File: src/rtl/xce_pkg.sv
// Package for the XML character-data escaper: payload structs, the
// command passed from front to back, and character constants.
// No dependencies.
package xce_pkg;

    // Most bytes one source byte can expand to ("_200_" plus a closing ';')
    localparam int XCE_MAX_OUT = 6;
    localparam int XCE_IDX_W   = 3;

    // Character codes
    localparam logic [7:0] CH_AMP   = 8'h26;  // '&'
    localparam logic [7:0] CH_LT    = 8'h3C;  // '<'
    localparam logic [7:0] CH_GT    = 8'h3E;  // '>'
    localparam logic [7:0] CH_SEMI  = 8'h3B;  // ';'
    localparam logic [7:0] CH_COLON = 8'h3A;  // ':'
    localparam logic [7:0] CH_UNDER = 8'h5F;  // '_'
    localparam logic [7:0] CH_DASH  = 8'h2D;  // '-'
    localparam logic [7:0] CH_DOT   = 8'h2E;  // '.'
    localparam logic [7:0] CH_ZERO  = 8'h30;  // '0'
    localparam logic [7:0] CH_NINE  = 8'h39;  // '9'
    localparam logic [7:0] CH_UPA   = 8'h41;  // 'A'
    localparam logic [7:0] CH_UPZ   = 8'h5A;  // 'Z'
    localparam logic [7:0] CH_LOA   = 8'h61;  // 'a'
    localparam logic [7:0] CH_LOZ   = 8'h7A;  // 'z'
    localparam logic [7:0] CH_LOM   = 8'h6D;  // 'm'
    localparam logic [7:0] CH_LOP   = 8'h70;  // 'p'
    localparam logic [7:0] CH_LOG   = 8'h67;  // 'g'
    localparam logic [7:0] CH_LOT   = 8'h74;  // 't'

    // Input item
    typedef struct packed {
        logic [7:0] in_byte;
        logic       in_last;
    } xce_in_t;

    // Result item
    typedef struct packed {
        logic [7:0] out_byte;
        logic       out_last;
    } xce_out_t;

    // One classified item: the bytes to send and the index of the final one
    typedef struct packed {
        logic [XCE_MAX_OUT-1:0][7:0] bytes;
        logic [XCE_IDX_W-1:0]        last_idx;
    } xce_cmd_t;

    // Head of the command queue as seen by the back end
    typedef struct packed {
        logic     valid;
        xce_cmd_t cmd;
    } xce_qhead_t;

endpackage

File: src/rtl/xce_front.sv
// Front end of the escaper: accepts source bytes, tracks the tag state and
// turns each byte into a command of up to six output bytes.
// Depends on xce_pkg.
module xce_front (
    input  logic              aclk,
    input  logic              aresetn,
    input  logic              s_valid,
    output logic              s_ready,
    input  xce_pkg::xce_in_t  s_data,
    input  logic              q_full,
    output logic              push,
    output xce_pkg::xce_cmd_t push_cmd
);
    import xce_pkg::*;

    logic inside_tag_reg, inside_tag_next;
    logic at_tag_start_reg, at_tag_start_next;

    logic [7:0]  b;
    logic        is_start;
    logic        is_later;
    logic [1:0]  hund;
    logic [7:0]  rem8;
    logic [6:0]  rem7;
    logic [14:0] tens_prod;
    logic [3:0]  tens;
    logic [6:0]  tens_x10;
    logic [3:0]  ones;
    logic [2:0]  n_cnt;
    logic [2:0]  last_pos;
    xce_cmd_t    cmd;

    assign s_ready = !q_full;
    assign push    = s_valid && s_ready;
    assign b       = s_data.in_byte;

    // Name byte classes
    assign is_start = (b == CH_COLON) || (b == CH_UNDER) ||
                      ((b >= CH_UPA) && (b <= CH_UPZ)) ||
                      ((b >= CH_LOA) && (b <= CH_LOZ));
    assign is_later = (b == CH_DASH) || (b == CH_DOT) ||
                      ((b >= CH_ZERO) && (b <= CH_NINE));

    // Decimal digits: hundreds by compare, tens by reciprocal (x205 >> 11)
    assign hund      = (b >= 8'd200) ? 2'd2 : ((b >= 8'd100) ? 2'd1 : 2'd0);
    assign rem8      = b - ((hund == 2'd2) ? 8'd200 : ((hund == 2'd1) ? 8'd100 : 8'd0));
    assign rem7      = rem8[6:0];
    assign tens_prod = 15'(rem7) * 15'd205;
    assign tens      = tens_prod[14:11];
    assign tens_x10  = 7'(tens) * 7'd10;
    assign ones      = 4'(rem7 - tens_x10);

    // Classify the byte and build its command
    always_comb begin
        cmd               = '0;
        n_cnt             = 3'd1;
        inside_tag_next   = inside_tag_reg;
        at_tag_start_next = at_tag_start_reg;
        if (!inside_tag_reg) begin
            priority if (b == CH_AMP) begin
                cmd.bytes[0] = CH_AMP;
                cmd.bytes[1] = CH_LOA;
                cmd.bytes[2] = CH_LOM;
                cmd.bytes[3] = CH_LOP;
                cmd.bytes[4] = CH_SEMI;
                n_cnt        = 3'd5;
            end else if (b == CH_GT) begin
                cmd.bytes[0] = CH_AMP;
                cmd.bytes[1] = CH_LOG;
                cmd.bytes[2] = CH_LOT;
                cmd.bytes[3] = CH_SEMI;
                n_cnt        = 3'd4;
            end else if (b == CH_LT) begin
                cmd.bytes[0]      = CH_AMP;
                inside_tag_next   = 1'b1;
                at_tag_start_next = 1'b1;
            end else begin
                cmd.bytes[0] = b;
            end
        end else begin
            priority if (b == CH_GT) begin
                cmd.bytes[0]      = CH_SEMI;
                inside_tag_next   = 1'b0;
                at_tag_start_next = 1'b0;
            end else if (is_start || (!at_tag_start_reg && is_later)) begin
                cmd.bytes[0]      = b;
                at_tag_start_next = 1'b0;
            end else begin
                // numeric escape without leading zeros
                cmd.bytes[0] = CH_UNDER;
                priority if (hund != 2'd0) begin
                    cmd.bytes[1] = CH_ZERO + 8'(hund);
                    cmd.bytes[2] = CH_ZERO + 8'(tens);
                    cmd.bytes[3] = CH_ZERO + 8'(ones);
                    cmd.bytes[4] = CH_UNDER;
                    n_cnt        = 3'd5;
                end else if (tens != 4'd0) begin
                    cmd.bytes[1] = CH_ZERO + 8'(tens);
                    cmd.bytes[2] = CH_ZERO + 8'(ones);
                    cmd.bytes[3] = CH_UNDER;
                    n_cnt        = 3'd4;
                end else begin
                    cmd.bytes[1] = CH_ZERO + 8'(ones);
                    cmd.bytes[2] = CH_UNDER;
                    n_cnt        = 3'd3;
                end
                at_tag_start_next = 1'b0;
            end
        end
        // end of stream closes any open tag and clears the state
        if (s_data.in_last) begin
            if (inside_tag_next) begin
                cmd.bytes[n_cnt] = CH_SEMI;
                n_cnt            = n_cnt + 3'd1;
            end
            inside_tag_next   = 1'b0;
            at_tag_start_next = 1'b0;
        end
        last_pos     = n_cnt - 3'd1;
        cmd.last_idx = last_pos;
    end

    assign push_cmd = cmd;

    // Tag state
    always_ff @(posedge aclk) begin
        if (!aresetn) begin
            inside_tag_reg   <= 1'b0;
            at_tag_start_reg <= 1'b0;
        end else if (push) begin
            inside_tag_reg   <= inside_tag_next;
            at_tag_start_reg <= at_tag_start_next;
        end
    end

    // The first tag byte can only be pending inside a tag
    a_start_in_tag: assert property (@(posedge aclk) disable iff (!aresetn)
        at_tag_start_reg |-> inside_tag_reg)
        else $error("at_tag_start set outside a tag");

    // An accepted final byte leaves the block outside any tag
    a_last_clears: assert property (@(posedge aclk) disable iff (!aresetn)
        (push && s_data.in_last) |=> (!inside_tag_reg && !at_tag_start_reg))
        else $error("tag state survived end of stream");

endmodule

File: src/rtl/xce_queue.sv
// Short command queue between front and back end.
// Depends on xce_pkg.
module xce_queue #(
    parameter int DEPTH = 2
) (
    input  logic                aclk,
    input  logic                aresetn,
    input  logic                push,
    input  xce_pkg::xce_cmd_t   push_cmd,
    output logic                full,
    input  logic                pop,
    output xce_pkg::xce_qhead_t head
);
    import xce_pkg::*;

    localparam int PTR_W = (DEPTH > 1) ? $clog2(DEPTH) : 1;
    localparam int CNT_W = $clog2(DEPTH + 1);

    xce_cmd_t          entries_reg [DEPTH];
    logic [PTR_W-1:0]  wr_ptr_reg, wr_ptr_next;
    logic [PTR_W-1:0]  rd_ptr_reg, rd_ptr_next;
    logic [CNT_W-1:0]  count_reg, count_next;

    assign full       = (count_reg == CNT_W'(DEPTH));
    assign head.valid = (count_reg != '0);
    assign head.cmd   = entries_reg[rd_ptr_reg];

    // Pointer and fill count update
    always_comb begin
        wr_ptr_next = wr_ptr_reg;
        rd_ptr_next = rd_ptr_reg;
        count_next  = count_reg;
        if (push) begin
            wr_ptr_next = (wr_ptr_reg == PTR_W'(DEPTH - 1)) ? '0 : wr_ptr_reg + 1'b1;
        end
        if (pop) begin
            rd_ptr_next = (rd_ptr_reg == PTR_W'(DEPTH - 1)) ? '0 : rd_ptr_reg + 1'b1;
        end
        unique case ({push, pop})
            2'b10:   count_next = count_reg + 1'b1;
            2'b01:   count_next = count_reg - 1'b1;
            default: count_next = count_reg;
        endcase
    end

    always_ff @(posedge aclk) begin
        if (!aresetn) begin
            wr_ptr_reg <= '0;
            rd_ptr_reg <= '0;
            count_reg  <= '0;
        end else begin
            wr_ptr_reg <= wr_ptr_next;
            rd_ptr_reg <= rd_ptr_next;
            count_reg  <= count_next;
        end
    end

    // Storage, no reset
    always_ff @(posedge aclk) begin
        if (push) begin
            entries_reg[wr_ptr_reg] <= push_cmd;
        end
    end

    a_no_overflow: assert property (@(posedge aclk) disable iff (!aresetn)
        push |-> (!full || pop))
        else $error("push into full queue");

    a_no_underflow: assert property (@(posedge aclk) disable iff (!aresetn)
        pop |-> head.valid)
        else $error("pop from empty queue");

endmodule

File: src/rtl/xce_back.sv
// Back end of the escaper: walks the head command byte by byte into the
// output register and pops it after its final byte.
// Depends on xce_pkg.
module xce_back (
    input  logic                aclk,
    input  logic                aresetn,
    input  xce_pkg::xce_qhead_t head,
    output logic                pop,
    output logic                m_valid,
    input  logic                m_ready,
    output xce_pkg::xce_out_t   m_data
);
    import xce_pkg::*;

    logic [XCE_IDX_W-1:0] idx_reg, idx_next;
    logic                 m_valid_reg, m_valid_next;
    xce_out_t             m_data_reg, m_data_next;
    logic                 out_free;
    logic                 at_end;
    logic                 advance;

    assign out_free = !m_valid_reg || m_ready;
    assign advance  = out_free && head.valid;
    assign at_end   = (idx_reg == head.cmd.last_idx);
    assign pop      = advance && at_end;

    // Next byte into the output register
    always_comb begin
        idx_next     = idx_reg;
        m_valid_next = m_valid_reg;
        m_data_next  = m_data_reg;
        if (out_free) begin
            m_valid_next = head.valid;
        end
        if (advance) begin
            m_data_next.out_byte = head.cmd.bytes[idx_reg];
            m_data_next.out_last = at_end;
            idx_next             = at_end ? '0 : idx_reg + 1'b1;
        end
    end

    always_ff @(posedge aclk) begin
        if (!aresetn) begin
            idx_reg     <= '0;
            m_valid_reg <= 1'b0;
        end else begin
            idx_reg     <= idx_next;
            m_valid_reg <= m_valid_next;
        end
    end

    always_ff @(posedge aclk) begin
        m_data_reg <= m_data_next;
    end

    assign m_valid = m_valid_reg;
    assign m_data  = m_data_reg;

    // Mid-expansion the head command must stay in the queue
    a_idx_has_head: assert property (@(posedge aclk) disable iff (!aresetn)
        (idx_reg != '0) |-> (head.valid && idx_reg <= head.cmd.last_idx))
        else $error("byte index beyond head command");

endmodule

File: src/rtl/text_to_xml_cdata_escape_top.sv
// Top level of the XML character-data escaper: front end, command queue
// and back end. Depends on xce_pkg, xce_front, xce_queue, xce_back.
//
//  channel | direction | handshake          | payload
//  --------+-----------+--------------------+----------------------------
//  s_      | in        | s_valid / s_ready  | xce_in_t  {in_byte, in_last}
//  m_      | out       | m_valid / m_ready  | xce_out_t {out_byte, out_last}
//
// One output byte leaves per cycle through the output register while m_ready
// holds; a source byte that expands to n bytes (1 to 6) holds the back end
// until all n have left, so unstalled plain text runs at one item per cycle.
// The front end takes a new item whenever the command queue has room.
// Each accepted byte passes the command queue and then the output register.
// Synchronous active-low reset clears the tag state, queue and output valid.
module text_to_xml_cdata_escape_top #(
    parameter int QUEUE_DEPTH = 2   // command queue entries, 2 to 32
) (
    input  logic              aclk,
    input  logic              aresetn,
    input  logic              s_valid,
    output logic              s_ready,
    input  xce_pkg::xce_in_t  s_data,
    output logic              m_valid,
    input  logic              m_ready,
    output xce_pkg::xce_out_t m_data
);
    import xce_pkg::*;

    logic       q_full;
    logic       push;
    logic       pop;
    xce_cmd_t   push_cmd;
    xce_qhead_t q_head;

    xce_front u_front (
        .aclk     (aclk),
        .aresetn  (aresetn),
        .s_valid  (s_valid),
        .s_ready  (s_ready),
        .s_data   (s_data),
        .q_full   (q_full),
        .push     (push),
        .push_cmd (push_cmd)
    );

    xce_queue #(
        .DEPTH (QUEUE_DEPTH)
    ) u_queue (
        .aclk     (aclk),
        .aresetn  (aresetn),
        .push     (push),
        .push_cmd (push_cmd),
        .full     (q_full),
        .pop      (pop),
        .head     (q_head)
    );

    xce_back u_back (
        .aclk    (aclk),
        .aresetn (aresetn),
        .head    (q_head),
        .pop     (pop),
        .m_valid (m_valid),
        .m_ready (m_ready),
        .m_data  (m_data)
    );

endmodule

File: config.mk
export PLATFORM = sky130hd
export DESIGN_NAME = text_to_xml_cdata_escape_top
export DESIGN_NICKNAME = d
export VERILOG_FILES = /design/src/rtl/xce_pkg.sv /design/src/rtl/xce_front.sv /design/src/rtl/xce_queue.sv /design/src/rtl/xce_back.sv /design/src/rtl/text_to_xml_cdata_escape_top.sv
export SDC_FILE = /design/constraint.sdc
export NUM_CORES = 1
export LEC_CHECK = 0
export BUFFER_PORTS_ARGS = -buffer_cell sky130_fd_sc_hd__buf_2
export CAP_MARGIN = 40
export CORE_MARGIN = 1
export CORE_UTILIZATION = 60
export DETAILED_ROUTE_END_ITERATION = 6
export HOLD_SLACK_MARGIN = 0.02
export PLACE_DENSITY = 0.74
export SYNTH_ARGS = -nofsm -noshare
export SYNTH_HDL_FRONTEND = slang
export SYNTH_HIERARCHICAL = 1
export SYNTH_SLANG_ARGS = --single-unit
File: constraint.sdc
create_clock -name aclk -period 11.5 [get_ports aclk]
set_input_delay 2.875 -clock aclk [delete_from_list [all_inputs] [get_ports aclk]]
set_output_delay 2.875 -clock aclk [all_outputs]
set_load 0.01 [all_outputs]
==> flow_summary_export.csv, run 1 <==
group,metric,value,unit
global_routing,antenna_violations_before_repair,0,
yosys,synth_edf_count,111,
clock_network,cts_tree,"yes",
clock_network,deepest_clock_path_buffer_count,2,
global_routing,use_met1,29.8,%
power,combPwrFrac,40.9,%
power,cellLeakagePower,3.03,nW
power,swShare,32.8,%
clock_network,clock_sink_count,122,
sta,timing.slew.headroom,52.5,%
sta,timing.final.crit_period,9.42,ns
worst_setup_path,worst_path_max_delay_cell,"fa_1",
global_routing,grt_usage,23.9,%
worst_setup_path,worst_ep_required_time,11.74,ns
global_routing,pin_count_of_the_biggest_net_entering_global_routing,52,
sta,fmax,106,MHz
flow_run,maxCapViolCount,0,
global_routing,grt_util_met3,4.80,%
placement,post-dp-hpwl,9020,um
finish,nNetsFinal,605,
yosys,ys_seq_elements,122,
clock_network,cts_post_setup_buffers_inserted,0,
global_routing,gr-total-overflow,0,
placement,gp_congestion,0.916,
yosys,combinational_family_with_the_most_area_after_synthesis,"multiplexers",
yosys,ys.flop_type,"edfxtp_1",
global_routing,grt.met2_usage,40.7,%
drt,first_iter_violations,284,
global_routing,via_count_of_the_first_global_routing_pass,4155,
yosys,synth_cell_types,70,
sta,timing.clock.skew,0.0123,ns
finish,antennaDiodeCount,0,
yosys,synthesized_area_fraction_occupied_by_ao_oa_aoi_and_oai_cells,8.19,%
finish,layout-drive-gt1-share,25.5,%
die,initial_utilization,62.7,%
finish,layout.cells.non_filler,693,
worst_setup_path,critical_path.max_stage_delay,0.49,ns
yosys,synth.yosys.warnings,6,
drt,avgRoutedWirePerCell,18.9,um
yosys,post_synth_and_or_nand_nor_area_fraction,8.50,%
drt,route.vias.total,4121,
yosys,synth_seq_area_share,51.3,%
clock_network,clock_tree.htree_level_count,4,
clock_network,clock_transition_at_path_regs,0.05,ns
drt,detailedRoute.firstPassIterationCount,5,
drt,detail-route-antenna-nets,0,
power,clock_power_share,27.8,%
power,sequentialPowerShare,31.3,%
clock_network,clock-root-buffer,"clkbuf_16",
power,power.ir.vdd_worst,0.191,mV
sta,timing.final.max_slew_violations,0,
yosys,synth-xor-area-share,2.71,%
drt,finalWirelength,13100,um
finish,largest_register_ffs,102,
sta,rsz_0062_raised_after_global_routing,"no",
die,die-area,12000,um2
die,top_level_ports,24,
yosys,async_flop_share,0,%
run_status,status,"complete, no violations",
yosys,synth_area,6920,um2
worst_hold_path,hold_path.class,"flip-flop to flip-flop",
worst_setup_path,crit_fanout,14,
worst_setup_path,timing.critical_path.mode_cell,"ha_1",
die,core-area,11000,um2
clock_network,clock_latency_on_the_worst_skew_pair,0.41,ns
placement,buffer_ports.inserted,23,
clock_network,gates_resized_cts_repair,0,
sta,worst_pin_slew,0.713,ns
sta,fin_crit_sh,81.9,%
power,report.power.total,1.90,mW
die,die-width,109,um
sta,hold_viol_final,0,
worst_setup_path,timing.critical_path.from_type,"input pin",
drt,drc_errors,0,
clock_network,post_cts_hold_buffer_count,0,
power,power.density,249,nW/um2
worst_setup_path,timing_worst_setup_path_type,"input pin to flip-flop",
power,p_int,1.28,mW
finish,syn2layout_area_growth,10.4,%
yosys,synthesized_area_per_cell,13.2,um2
finish,fill_cells,780,
global_routing,layer_carrying_the_most_global_route_usage,"met2",
die,placementRows,38,
worst_setup_path,timing.critical_path.arrival,9.66,ns
die,die_height,109,um
yosys,post_synth_mux_area_share,12.9,%
yosys,synth_adder_area_share,10.5,%
finish,multiInputGateArea,3000,um2
clock_network,cts_made_buffers,17,
sta,finalHoldWorstSlack,0.498,ns
finish,seqCellArea,3550,um2
placement,dp.cells,661,
drt,via_count_normalized_by_instance_count,5.95,
global_routing,grt_first_pass_wirelength,20900,um
sta,setup-tns-final,0,ns
worst_setup_path,end_kind,"flip-flop",
sta,setup_viol_count_final,0,
yosys,syn-instance-count,524,
power,switching_power,623,uW
[worst max-delay path, delay by kind of cell]
| family | cells | cell delay, ns |
|---|---|---|
| buffers and inverters | 4 | 0.32 |
| AO/OA/AOI/OAI | 5 | 1.34 |
| AND/OR/NAND/NOR | 7 | 1.33 |
| adder cells (fa/ha/maj) | 9 | 2.83 |
| XOR/XNOR | 4 | 0.82 |
| multiplexers | 1 | 0.14 |
[final cells by class]
class	instances	area share, %
sequential	122	46.5
multi-input combinational	329	39.2
clock buffer	23	6.26
tap	140	2.29
timing repair buffer	29	2.10
inverter	41	2.01
clock inverter	9	1.59
[per-stage QoR]
stage,instance area [um2],util [%],setup slack (ns)
after CTS,7640,69.3,2.13
after detailed placement,7040,63.8,1.73
final,7640,69.3,2.08
after global routing,7640,69.3,1.68
after global placement,7040,63.8,1.88
after floorplan,6940,-,2.50
[cell families after synthesis]
logic type	Yosys count
AOI/OAI and AO/OA	78
xor gates and xnor gates	19
adders and majority gates	52
buffers and inverters	79
DFF	122
muxes	70
other	1
and+or+nand+nor	103
[power groups by stage]
stage	Clock, mW	Sequential (mW)	Combinational [mW]
after floorplan	0	0.610	0.594
after global placement	0	0.600	0.765
after detailed placement	0	0.604	0.777
after CTS	0.536	0.597	0.783
after global routing	0.556	0.603	0.870
final	0.528	0.596	0.779
[final timing paths]
check | from | endpoint | slack, ns | cells after the start
max | s_data[4] | u_queue/entries_reg[1][2] | 2.08 | 30
min reg2reg | u_queue/count_reg[1] | u_queue/count_reg[1] | 0.50 | 2
max reg2reg | flip-flop | u_queue/count_reg[1] | 8.64 | 8
min | u_queue/count_reg[1] | u_queue/count_reg[1] | 0.50 | 2
[synth_stat cells (all sizes together), types with 2 or more instances]
library cell	instances	area share (%)
o311ai	2	0.36
a31oi	3	0.27
nand2	24	1.3
a211oi	6	0.90
o21a	3	0.33
a21boi	2	0.22
mux2	53	8.7
xnor2	8	1.0
or2	2	0.18
nor3	6	0.58
nand3b	2	0.22
nand2b	7	0.63
nor2	18	0.98
a31o	3	0.38
buf	35	3.4
and3	5	0.45
ha	42	7.6
xor2	10	1.4
mux4	8	2.9
nand3	11	1.0
o211ai	3	0.33
nand4	3	0.27
clkbuf	3	0.16
inv	41	2.2
dfxtp	11	3.2
a21oi	10	0.72
and2	10	0.94
nor4	2	0.49
o31ai	2	0.22
fa	10	2.9
o21ai	23	1.7
edfxtp	111	48
or3	2	0.25
mux2i	9	1.3
o22ai	12	1.1
nor2b	7	0.67
[cell usage in the layout, fill, tap and decap left out, types with 5 or more instances in the layout]
| cell type | n |
|---|---|
| a21oi_1 | 10 |
| and2_1 | 8 |
| and3_1 | 5 |
| buf_2 | 23 |
| buf_4 | 6 |
| clkbuf_16 | 17 |
| conb_1 | 7 |
| dfxtp_1 | 10 |
| edfxtp_1 | 111 |
| fa_1 | 10 |
| ha_1 | 42 |
| inv_1 | 40 |
| mux2_2 | 51 |
| mux2i_1 | 9 |
| mux4_1 | 5 |
| nand2_1 | 24 |
| nand2b_1 | 7 |
| nand3_1 | 9 |
| nor2_1 | 17 |
| nor2b_1 | 6 |
| o21ai_0 | 19 |
| o22ai_1 | 12 |
| xnor2_1 | 8 |
| xor2_1 | 9 |
[per-layer routing]
metal / wire, um / part of all wire (%)
met1: 5690 / 44
met2: 6550 / 50
met3: 561 / 4.3
met4: 268 / 2.0
met5: 0 / 0
No activity file was read; power rests on OpenSTA's default activity.
==> run 2: changes to the inputs <==
Settings changed: ABC_AREA set to 1.
Clock period 11.5 ns to 8.9 ns, I/O delays scaled along.
==> flow_summary_export.csv, run 2 <==
group,metric,value,unit
worst_setup_path,critical_path.max_stage_delay,0.50,ns
drt,detailroute.wirelength.met3,573,um
power,combPwrFrac,47.3,%
drt,via_count_normalized_by_instance_count,5.36,
sta,postLayoutSetupSlackWorst,0.769,ns
worst_setup_path,ff2ff_path_depth,13,
finish,layout.cells.non_filler,937,
placement,dp.cells,905,
sta,timing.final.max_slew_violations,0,
yosys,netlist.top_cell.by_area,"edfxtp_1",
placement,buffer_ports.inserted,23,
worst_setup_path,worst_ep_required_time,9.04,ns
placement,dp_worst_setup_slack,0.416,ns
clock_network,clock_sink_count,122,
drt,detailedRoute.firstPassIterationCount,5,
global_routing,pin_count_of_the_biggest_net_entering_global_routing,52,
finish,layout_common_cells,"nand2_1, edfxtp_1, inv_1",
worst_setup_path,timing.critical_path.arrival,8.27,ns
die,initial_utilization,61.5,%
finish,largest_register_ffs,102,
yosys,post_synth_and_or_nand_nor_area_fraction,18.0,%
global_routing,grt_first_pass_wirelength,24600,um
drt,avgRoutedWirePerCell,16.0,um
global_routing,antenna_violations_before_repair,0,
sta,fmax,123,MHz
power,cellLeakagePower,3.72,nW
power,power.density,320,nW/um2
die,die_height,115,um
finish,layout-drive-gt1-share,24.8,%
sta,timing.clock.skew,0.00424,ns
die,die-width,115,um
sta,timing.slew.headroom,41.1,%
die,core-area,12600,um2
clock_network,deepest_clock_path_buffer_count,2,
clock_network,post_cts_hold_buffer_count,0,
yosys,combinational_family_with_the_most_area_after_synthesis,"simple AND/OR/NAND/NOR gates",
worst_hold_path,hold_path.class,"flip-flop to flip-flop",
drt,highest_layer,"met4",
yosys,syn-instance-count,732,
die,die-area,13300,um2
flow_run,maxCapViolCount,0,
clock_network,gates_resized_cts_repair,0,
power,p_int,1.58,mW
finish,seqCellArea,3550,um2
clock_network,clock_transition_at_path_regs,0.06,ns
drt,drc_errors,0,
sta,worst_pin_slew,0.882,ns
yosys,synthesized_area_fraction_occupied_by_ao_oa_aoi_and_oai_cells,6.07,%
global_routing,grt_usage,24.6,%
power,report.power.total,2.67,mW
worst_setup_path,startpoint,"s_data[5]",
clock_network,clock_tree.htree_level_count,4,
sta,finalHoldWorstSlack,0.503,ns
worst_setup_path,timing.critical_path.mode_cell,"nand2_1",
power,swShare,40.9,%
yosys,ys.flop_type,"edfxtp_1",
placement,post-dp-hpwl,10900,um
worst_setup_path,worst_path_max_delay_cell,"fa_1",
global_routing,gr-total-overflow,0,
worst_setup_path,timing_worst_setup_path_type,"input pin to flip-flop",
clock_network,clock-root-buffer,"clkbuf_16",
drt,detail-route-antenna-nets,0,
worst_hold_path,depth_of_the_worst_hold_timing_path,2,
power,sequentialPowerShare,29.7,%
placement,gp_congestion,0.906,
drt,dr_wl_met2,7780,um
sta,hold_viol_final,0,
yosys,synthesized_area_per_cell,10.6,um2
clock_network,cts_tree,"yes",
worst_setup_path,end_kind,"flip-flop",
yosys,synth_edf_count,111,
worst_setup_path,crit_fanout,9,
worst_setup_path,regToRegStartpoint,"u_front/inside_tag_reg",
power,clock_power_share,23.0,%
sta,setup_viol_count_final,0,
yosys,synth_area,7730,um2
sta,timing.final.crit_period,8.13,ns
clock_network,cts_made_buffers,17,
yosys,post_synth_mux_area_share,9.86,%
yosys,synthMostInstantiatedCell,"nand2_1",
yosys,synth_area_leaders,"edfxtp_1, mux2_4, nand2_1",
finish,antennaDiodeCount,0,
finish,multiInputGateArea,3460,um2
clock_network,cts_post_setup_buffers_inserted,0,
worst_setup_path,regToRegSetupSlack,6.11,ns
drt,drt-met1-wl,6270,um
finish,syn2layout_area_growth,7.84,%
finish,layout.cells.most_common,"nand2_1",
drt,first_iter_violations,373,
clock_network,clock_latency_on_the_worst_skew_pair,0.40,ns
finish,nNetsFinal,817,
yosys,synth_adder_area_share,9.39,%
worst_setup_path,timing.critical_path.from_type,"input pin",
yosys,synth_top_area_share,43.1,%
worst_setup_path,worst_r2r_endpoint,"u_queue/entries_reg[0][2]",
sta,rsz_0062_raised_after_global_routing,"no",
worst_hold_path,timing.hold.worst.start,"u_queue/rd_ptr_reg",
yosys,synth_cell_types,49,
die,top_level_ports,24,
yosys,synth.yosys.warnings,6,
die,placementRows,41,
yosys,async_flop_share,0,%
yosys,synth-xor-area-share,1.02,%
yosys,synth_top_cells_by_count,"nand2_1, edfxtp_1, inv_1",
yosys,ys_seq_elements,122,
finish,fill_cells,964,
drt,finalWirelength,15000,um
drt,route.vias.total,5023,
worst_hold_path,min_to,"u_queue/rd_ptr_reg",
yosys,synth_seq_area_share,46.0,%
sta,setup-tns-final,0,ns
run_status,status,"complete, no violations",
global_routing,via_count_of_the_first_global_routing_pass,5044,
sta,fin_crit_sh,91.4,%
power,switching_power,1.09,mW
power,power.ir.vdd_worst,0.239,mV
[run 2: cell type report]
type	count	area share (%)
inverter	101	4.61
clock inverter	15	1.46
timing repair buffer	28	2.07
sequential	122	42.7
tap	172	2.58
multi-input combinational	482	41.5
clock buffer	17	5.11
[run 2: layer usage]
metal	global-route usage [%]	vias to the layer above
met2	44.2	125
li1	-	2466
met4	9.78	0
met1	28.7	2404
met3	4.97	28
met5	0	-
[run 2: worst max-delay path: cells and delay by family]
kind | cells | cell delay [ns]
adder cells (fa/ha/maj) | 9 | 2.94
buffers and inverters | 9 | 0.70
AO/OA/AOI/OAI | 3 | 0.53
AND/OR/NAND/NOR | 14 | 1.22
XOR/XNOR | 3 | 0.64
[run 2: metrics by stage]
step	area, um2	utilization, %
floorplan	7750	-
global route	8330	66.3
CTS	8330	66.3
global placement	7760	61.7
detailed placement	7780	61.9
finish	8330	66.3
[run 2: power by group through the flow]
| stage | Clock (mW) | Combinational [mW] | Sequential, mW |
|---|---|---|---|
| after floorplan | 0 | 1.02 | 0.799 |
| after global placement | 0 | 1.22 | 0.797 |
| after detailed placement | 0 | 1.25 | 0.803 |
| after CTS | 0.622 | 1.27 | 0.793 |
| after global routing | 0.649 | 1.42 | 0.801 |
| final | 0.613 | 1.26 | 0.792 |
[run 2: how the worst max path moves through the flow]
stage / endpoint / slack [ns] / cells after the start
3_3_place_gp: u_queue/entries_reg[1][2] / 0.63 / 38
5_1_grt: u_queue/entries_reg[0][2] / 0.40 / 38
4_1_cts: u_queue/entries_reg[0][2] / 0.83 / 38
3_5_place_dp: u_queue/entries_reg[1][2] / 0.42 / 38
6_report: u_queue/entries_reg[0][2] / 0.77 / 38
2_1_floorplan: u_queue/entries_reg[0][2] / 1.02 / 37
[run 2: cell families (layout without fill, tap and decap cells)]
| logic type | count (synthesis) | after routing |
|---|---|---|
| AOI/OAI and AO/OA | 77 | 77 |
| xor gates and xnor gates | 9 | 9 |
| adders and majority gates | 52 | 52 |
| buffers and inverters | 134 | 161 |
| DFF | 122 | 122 |
| muxes | 51 | 51 |
| other | 1 | 7 |
| and+or+nand+nor | 286 | 286 |
==> run 3: changes to the inputs <==
Settings changed: PLACE_DENSITY 0.74 to 0.75, SYNTH_HIERARCHICAL 1 to not set.
==> flow_summary_export.csv, run 3 <==
group,metric,value,unit
yosys,synth.yosys.warnings,0,
power,p_int,1.08,mW
power,combPwrFrac,53.7,%
drt,detailedRoute.firstPassIterationCount,5,
die,die_height,99.0,um
clock_network,clock_tree.htree_level_count,3,
drt,drc_errors,0,
sta,rsz_0062_raised_after_global_routing,"no",
worst_setup_path,worst_path_max_delay_cell,"fa_1",
worst_hold_path,depth_of_the_worst_hold_timing_path,2,
drt,finalWirelength,12700,um
sta,worst_pin_slew,0.641,ns
die,die-width,99.0,um
power,power.density,315,nW/um2
die,placementRows,35,
drt,highest_layer,"met4",
placement,dp.cells,764,
global_routing,via_count_of_the_first_global_routing_pass,4295,
yosys,ys_seq_elements,92,
finish,layout.cells.most_common,"nand2_1",
clock_network,deepest_clock_path_buffer_count,2,
die,core-area,9150,um2
finish,layout-drive-gt1-share,11.6,%
yosys,netlist.top_cell.by_area,"edfxtp_1",
yosys,ys.flop_type,"edfxtp_1",
clock_network,clock-root-buffer,"clkbuf_8",
yosys,synth_area,5640,um2
die,initial_utilization,61.6,%
die,die-area,9790,um2
power,sequentialPowerShare,31.7,%
drt,drt-met1-wl,5460,um
power,clock_power_share,14.5,%
flow_run,maxCapViolCount,0,
drt,route.vias.total,4395,
worst_setup_path,crit_fanout,8,
global_routing,antenna_violations_before_repair,0,
worst_setup_path,regToRegSetupSlack,5.96,ns
finish,layout.core_utilization,67.3,%
yosys,synthMostInstantiatedCell,"nand2_1",
placement,gp_congestion,0.888,
drt,detailroute.wirelength.met3,657,um
yosys,synth.net_count,701,
worst_setup_path,worst_r2r_endpoint,"u_queue.count_reg[1]",
finish,nNetsFinal,731,
yosys,synth_area_leaders,"edfxtp_1, ha_1, nand2_1",
global_routing,pin_count_of_the_biggest_net_entering_global_routing,38,
worst_setup_path,timing.critical_path.from_type,"input pin",
finish,layout_common_cells,"nand2_1, edfxtp_1, inv_1",
clock_network,post_cts_hold_buffer_count,0,
sta,setup-tns-final,0,ns
die,top_level_ports,24,
sta,timing.clock.skew,0.0131,ns
power,report.power.total,1.94,mW
power,swShare,44.4,%
global_routing,grt_first_pass_wirelength,20900,um
global_routing,grt_usage,27.7,%
sta,setup_viol_count_final,0,
run_status,status,"complete, no violations",
worst_hold_path,min_to,"u_queue.rd_ptr_reg",
placement,dp_worst_setup_slack,0.155,ns
finish,antennaDiodeCount,0,
clock_network,clock_sink_count,92,
finish,syn2layout_area_growth,9.12,%
finish,largest_register_ffs,72,
yosys,async_flop_share,0,%
yosys,synthesized_area_per_cell,8.87,um2
yosys,synth_seq_area_share,47.0,%
worst_setup_path,timing_worst_setup_path_type,"input pin to flip-flop",
placement,post-dp-hpwl,9640,um
worst_setup_path,end_kind,"flip-flop",
sta,timing.final.crit_period,8.34,ns
clock_network,cts_tree,"yes",
finish,multiInputGateArea,2640,um2
power,switching_power,862,uW
finish,layout.cells.non_filler,782,
power,power.ir.vdd_worst,0.174,mV
drt,avgRoutedWirePerCell,16.3,um
sta,fin_crit_sh,93.7,%
worst_hold_path,hold_path.class,"flip-flop to flip-flop",
drt,dr_wl_met2,6430,um
sta,timing.final.max_slew_violations,0,
global_routing,gr-total-overflow,0,
sta,postLayoutSetupSlackWorst,0.563,ns
finish,seqCellArea,2650,um2
yosys,synth_top_area_share,43.1,%
sta,fmax,120,MHz
drt,via_count_normalized_by_instance_count,5.62,
finish,final_cell_area,6160,um2
sta,hold_viol_final,0,
drt,first_iter_violations,257,
clock_network,cts_made_buffers,9,
worst_setup_path,worst_ep_required_time,9.01,ns
yosys,synth_top_cells_by_count,"nand2_1, edfxtp_1, inv_1",
yosys,synth_cell_types,41,
power,cellLeakagePower,2.82,nW
clock_network,clock_transition_at_path_regs,0.09,ns
worst_hold_path,timing.hold.worst.start,"u_queue.rd_ptr_reg",
worst_setup_path,critical_path.max_stage_delay,0.51,ns
clock_network,clock_latency_on_the_worst_skew_pair,0.36,ns
worst_setup_path,timing.critical_path.arrival,8.45,ns
drt,detail-route-antenna-nets,0,
yosys,synth_edf_count,81,
placement,buffer_ports.inserted,23,
worst_setup_path,ff2ff_path_depth,13,
sta,timing.slew.headroom,57.2,%
sta,finalHoldWorstSlack,0.484,ns
placement,placement.cell_area,5920,um2
yosys,syn-instance-count,636,
finish,fill_cells,704,
==> run 3: cell types whose count changed in the layout (fill, tap and decap cells not counted), moves of 10 or more <==
cell / delta
mux2_4: -50
o21ai_0: +28
edfxtp_1: -30
inv_2: -14
o21ai_1: -25
nor2_1: +21
clkbuf_16: -17
a21oi_1: +10
o221ai_1: +10
==> run 3: final cells by class <==
cell class	instances	area share, %
Timing Repair Buffer	32	3.29
Clock buffer	10	2.07
Sequential cell	92	43.1
Inverter	86	5.26
Multi-Input combinational cell	445	42.9
Tap cell	111	2.26
Clock inverter	6	1.16
==> run 3: per-layer routing <==
| metal | vias to the layer above | global-route usage, % |
|---|---|---|
| li1 | 2198 | - |
| met1 | 2028 | 35.3 |
| met2 | 146 | 48.1 |
| met3 | 23 | 4.68 |
| met4 | 0 | 8.96 |
| met5 | - | 0 |
==> run 3: how the worst max path moves through the flow <==
stage / cells after the start / from / endpoint / slack, ns
after floorplan: 40 / s_data[5] / u_queue.entries_reg[0][2] / 0.90
after global placement: 39 / s_data[8] / u_queue.entries_reg[0][2] / 0.37
after detailed placement: 38 / s_data[7] / u_queue.entries_reg[0][2] / 0.16
after CTS: 38 / s_data[7] / u_queue.entries_reg[1][2] / 0.52
after global routing: 41 / s_data[8] / u_queue.entries_reg[0][2] / 0.05
final: 41 / s_data[8] / u_queue.entries_reg[1][2] / 0.56
==> run 3: power groups by stage <==
stage / Sequential, mW / Combinational, mW / Clock, mW
after floorplan: 0.629 / 0.753 / 0
after global placement: 0.625 / 1.01 / 0
after detailed placement: 0.626 / 1.03 / 0
after CTS: 0.616 / 1.04 / 0.289
after global routing: 0.625 / 1.19 / 0.302
final: 0.615 / 1.04 / 0.282
==> run 3: what timing repair did <==
| item | in CTS | in global routing |
|---|---|---|
| setup endpoints to repair | 0 | 2 |
| buffers inserted | 0 | 2 |
| resized for setup | 0 | 3 |
| hold endpoints to repair | 0 | 0 |
==> run 3: logic make-up (layout without fill, tap and decap cells) <==
logic type	after synthesis	count (layout)	share of synthesized area, %
buffers and inverters	99	134	6.79
AOI/OAI and AO/OA	95	95	9.74
DFF	92	92	47.0
adders and majority gates	52	52	12.9
and+or+nand+nor	288	288	22.0
xor gates and xnor gates	10	10	1.55
==> run 3: critical path: cells and delay by family <==
kind / cells / cell delay [ns]
fa+ha+maj: 9 / 2.94
simple gates: 18 / 1.57
buf+inv: 9 / 0.86
xor+xnor: 2 / 0.43
compound gates: 3 / 0.40
